[src/dsl_pkg.sv]
// Package: constants, types and helpers for the differencing/smoothing/lag feature stream
package dsl_pkg;
  localparam int unsigned CHANNELS_DEF = 16;
  localparam int unsigned DIFF_MAX_DEF = 8;
  localparam int unsigned WIN_MAX_DEF  = 16;
  localparam int unsigned LAG_MAX_DEF  = 8;

  localparam int unsigned CH_W     = 4;
  localparam int unsigned VAL_W    = 32;
  localparam int unsigned SUM_W    = 37;
  localparam int unsigned RECIP_W  = 17;
  localparam int unsigned POS_W    = 4;
  localparam int unsigned CFG_W    = 17;
  localparam int unsigned CFG_IDX_W = 2;

  localparam logic [CFG_IDX_W-1:0] REG_DIFF  = 2'd0;
  localparam logic [CFG_IDX_W-1:0] REG_WIN   = 2'd1;
  localparam logic [CFG_IDX_W-1:0] REG_RECIP = 2'd2;
  localparam logic [CFG_IDX_W-1:0] REG_LAG   = 2'd3;

  typedef enum logic [2:0] {
    ST_IDLE,
    ST_READ,
    ST_CALC,
    ST_MUL,
    ST_WRITE,
    ST_EMIT
  } state_t;

  function automatic logic signed [VAL_W-1:0] sat32(input logic signed [SUM_W+RECIP_W:0] v);
    logic signed [SUM_W+RECIP_W:0] hi;
    logic signed [SUM_W+RECIP_W:0] lo;
    hi = (SUM_W+RECIP_W+1)'(signed'(32'sh7fffffff));
    lo = (SUM_W+RECIP_W+1)'(signed'(32'sh80000000));
    if (v > hi) sat32 = 32'sh7fffffff;
    else if (v < lo) sat32 = 32'sh80000000;
    else sat32 = v[VAL_W-1:0];
  endfunction
endpackage

[src/dsl_mem.sv]
// Single-port-write, single-port-read synchronous memory with a registered read
module dsl_mem import dsl_pkg::*; #(
  parameter int unsigned DEPTH = 16,
  parameter int unsigned WIDTH = 32
) (
  input  logic                     clk,
  input  logic                     we,
  input  logic [$clog2(DEPTH)-1:0] waddr,
  input  logic [WIDTH-1:0]         wdata,
  input  logic [$clog2(DEPTH)-1:0] raddr,
  output logic [WIDTH-1:0]         rdata
);
  logic [WIDTH-1:0] mem [DEPTH];

  always_ff @(posedge clk) begin
    if (we) mem[waddr] <= wdata;
    rdata <= mem[raddr];
  end
endmodule

[config.mk]
export PLATFORM = sky130hd
export DESIGN_NAME = dsl_mem
export DESIGN_NICKNAME = d
export VERILOG_FILES = /design/src/dsl_pkg.sv /design/src/dsl_mem.sv
export SDC_FILE = /design/constraint.sdc
export NUM_CORES = 1
export LEC_CHECK = 0
export BUFFER_PORTS_ARGS = -buffer_cell sky130_fd_sc_hd__clkbuf_2
export CAP_MARGIN = 20
export CORE_AREA = 10 10 201 203
export DETAILED_ROUTE_END_ITERATION = 12
export DIE_AREA = 0 0 211 213
export GPL_TIMING_DRIVEN = 0
export PLACE_DENSITY_LB_ADDON = 0.1
export SYNTH_ARGS = -nofsm -noshare
export SYNTH_HDL_FRONTEND = slang
export SYNTH_SLANG_ARGS = --single-unit
[constraint.sdc]
create_clock -name clk -period 3.5 [get_ports clk]
set_input_delay 0.175 -clock clk [delete_from_list [all_inputs] [get_ports clk]]
set_output_delay 0.175 -clock clk [all_outputs]
set_load 0.1 [all_outputs]
# Word-level counts from Yosys, hierarchy flattened
# Memory sizes are Yosys's and may differ from the RTL's. A register that Yosys moved wholly into a read port is not among the register bits.
# Cells that the tools add are included.
# word_totals
ff_bits	0
latchBits	0
ramBits	512
mem_bits_ro	0
input_bits	42
wordCells	3
memories	1
# memory_table
memory	words	word_bits	read_ports	rd_ports_with_merged_regs	write_ports	line	source
mem	16	32	1	1	1	dsl_mem.sv:13	logic [WIDTH-1:0] mem [DEPTH];
# op_classes
n_addsub	0
n_mul	0
div_mod_pow	0
magnitude_cmp	0
n_eq_ne	0
n_shift	0
muxes	2
bitwise_logic	0
n_reduce_logical	0
# op_table
operator	n
$mux W1	2

# Logic depth before layout (Yosys ltp)
# logic_depth
depth_word	2
mapped_depth	5

# Worst setup path before layout
# No wires, ideal clock.
# synth_path
path_kind	in2reg
start	input waddr[2]
end	memory mem[0][0] (enable)
arrival_ns	2.893
required_ns	3.039
setup_slack_ns	0.145
cell_stages	2
n_path_buf	0
cell_sequence	or3b_2 nor3_1
# synth_rtl
item	line	source
start: declaration	dsl_mem.sv:8	input logic [$clog2(DEPTH)-1:0] waddr,
end: declaration	dsl_mem.sv:13	
# Straight into the memory's write port.

# Worst setup path after layout
# layout_path
start	input waddr[3]
end	memory mem[4][0] (enable)
# Straight into the memory's write port.

==> flow_metrics.tcl <==
set metrics [dict create \
    antenna_found_initial 0 \
    gp_congestion 0.7032 \
    crit_fanout 8 \
    design_power_total_uw 13880 \
    critical_path.most_common_cell "buf_6" \
    final_nets 1049 \
    use_met2_pct 31.33 \
    synthTopCellsByArea "edfxtp_1 77%, mux4_2 15%, dfxtp_1 3.2%, a22oi_1 2.4%, nand2_1 0.62%" \
    hold_class "input port to flop" \
    start_util_pct 54.76 \
    crit_type "input port to flop" \
    htree_levels 2 \
    final_area_sq_mm 0.02323 \
    synth_edf_count 512 \
    fmax_mhz 594.8 \
    timing.final.ws_setup_ns 1.819 \
    synthTopCellsByCount "512 x edfxtp_1, 128 x mux4_2, 64 x a22oi_1, 33 x nand2_1, 32 x dfxtp_1" \
    hold_viol_final 0 \
    hold_depth 1 \
    drtPass1Iterations 5 \
    cap_violations 0 \
    ys.flop_type "edfxtp_1" \
    dieWidth_um 211 \
    drv_slew 0 \
    dpl_cell_area_sq_mm 0.02133 \
    synth_nets 880 \
    power_leakage_uw 0.007543 \
    max_stage_delay_ns 0.74 \
    fin_setup_tns_ns 0 \
    post-route-util_pct 64.05 \
    crit_path_end_kind "flop" \
    syn2layout_area_growth_pct 16.98 \
    period_share_pct 48.04 \
    postCtsSetupRepairBufs 0 \
    use_met1_pct 26.69 \
    yosysTopAreaCell "edfxtp_1" \
    timing.rr.end "rdata[16]" \
    hold_start "wdata[24]" \
    avgSynthCellArea_sq_um 23.69 \
    peakVddDrop_v 0.0005406 \
    cts_tree "done" \
    pre_cts_ws_ns 1.231 \
    worstRegToRegCells 3 \
    insertedDiodeCount 0 \
    grt.busiest_layer "met2" \
    final-setup-viol-count 0 \
    drcViolationCount 0 \
    die_area_sq_mm 0.04494 \
    dp.final_hpwl_um 26750 \
    drtIter0Drc 879 \
    path_cells "clkbuf_2, nand3b_1, nor3_2, buf_6, buf_8, buf_6" \
    synth.most_common_cell "edfxtp_1" \
    netlist_area_sq_mm 0.01985 \
    rsz0062_at_grt "no" \
    cts.sink_count 544 \
    clock_path_buffers 3 \
    ctsRootBufferMaster "clkbuf_16" \
    skew_ns 0.01178 \
    critPathSlowestCell "nor3_2" \
    synthArstFlopShare_pct 0 \
    yosysSeqAreaShare_pct 80.67 \
    timing.slew.headroom_pct 37.89 \
    avgViaCountPerCell 6.132 \
    r2r_slack_ns 2.10 \
    track_usage_pct 19.33 \
    synth_cells 838 \
    outcome "finished, final reports clean" \
    wire_per_inst_um 28.13 \
    core_sq_mm 0.03626 \
    detail-route-antenna-nets 0 \
    numCtsBuffers 53 \
    grt_pass1_vias 9789 \
    routed_wl_um 42730 \
    num_vias 9314 \
    synth_top_area_share_pct 77.44 \
    boundaryPins 74 \
    post-route-min-period_ns 1.681 \
    drive_gt1_share_pct 32.54 \
    cts.clk_slew.worst_paths_ns 0.06 \
    synth_seq_cells 544 \
    required_ns 3.78 \
    synth_cell_types 18 \
    clock_latency_ns 0.57 \
    die_h_um 213 \
    p_per_area_mw_per_mm2 597.5 \
    grt_max_degree 23 \
    grt_first_pass_wirelength_um 62930 \
    critical_path.startpoint_type "input port" \
    whs_endpoint "mem[15][24]" \
    timing.rr.start "mem[3][16]" \
    met3_usage_pct 3.211 \
    arrival_ns 1.96 \
    worst_slew_pin_slew_ns 0.9317 \
    grt_overflow 0 \
    numPortBuffers 71 \
    rows 70 \
    yosys_warnings 0 \
]
-- worst max path at each step --
| stage | from | endpoint | slack, ns | depth (start not counted) |
|---|---|---|---|---|
| floorplan | waddr[2] | mem[0][0] | 0.15 | 2 |
| global placement | waddr[2] | mem[0][27] | -2.40 | 3 |
| detailed placement | waddr[3] | mem[4][4] | 1.23 | 6 |
| CTS | waddr[3] | mem[4][0] | 1.83 | 6 |
| global route | waddr[3] | mem[4][0] | 1.78 | 6 |
| finish | waddr[3] | mem[4][0] | 1.82 | 6 |
-- layout make-up --
cell class	instances	area [sq um]
fillers	2391	13030
clock inverters	19	152.6
multi-input cells	251	3726
flip-flops and latches	544	16020
clock buffers	80	1590
plain buffers	43	222.7
well taps	468	585.6
repair buffers	114	933.4
-- state kept, by name (all words and copies together) (netlist names) --
register,flops
mem,512
rdata,32
-- worst max-delay path: cells and delay by family --
| family | cells | cell delay, ns |
|---|---|---|
| buffers and inverters | 4 | 0.68 |
| and+or+nand+nor | 2 | 1.10 |
-- routing by layer --
metal	vias up	share of wire (%)
li1	3924	-
met1	4981	42
met2	336	50
met3	73	6.3
met4	0	2.3
met5	-	0
-- cells by family (layout without fill, tap and decap cells) --
group,after synthesis,count (layout),synth area share (%)
compound gates,64,64,2.420
buf+inv,43,256,1.122
flops,544,544,80.67
mux,128,128,14.52
simple gates,59,59,1.273
-- through the flow --
| stage | cells | hold WS [ns] |
|---|---|---|
| global route | 1519 | 0.01765 |
| floorplan | 838 | 0.2739 |
| CTS | 1519 | 0.0001600 |
| global placement | 1377 | 0.5338 |
| finish | 1519 | 0.01876 |
| detailed placement | 1405 | 0.5772 |
-- layout by cell type (no fill, tap or decap), drive strengths merged --
cell type,count
edfxtp,512
clkbuf,168
mux4,128
a22oi,64
buf,54
nand2,33
dfxtp,32
dlygate4sd3,15
clkinv,15
nor2,13
nor3,4
nor2b,2
nand3b,2
nand2b,2
bufinv,2
and2,1
nand3,1
or3b,1
inv,1
clkinvlp,1
-- power breakdown --
part | internal (uW) | switching, uW | total (uW)
Sequential | 7280 | 38.9 | 7320
Clock | 3280 | 2280 | 5560
Combinational | 284 | 709 | 993
-- what timing repair did --
action,CTS,global route
hold endpoints to repair,196,0
resized for setup,0,0
hold buffers,15,0
Power figures use the tool's default switching activity.
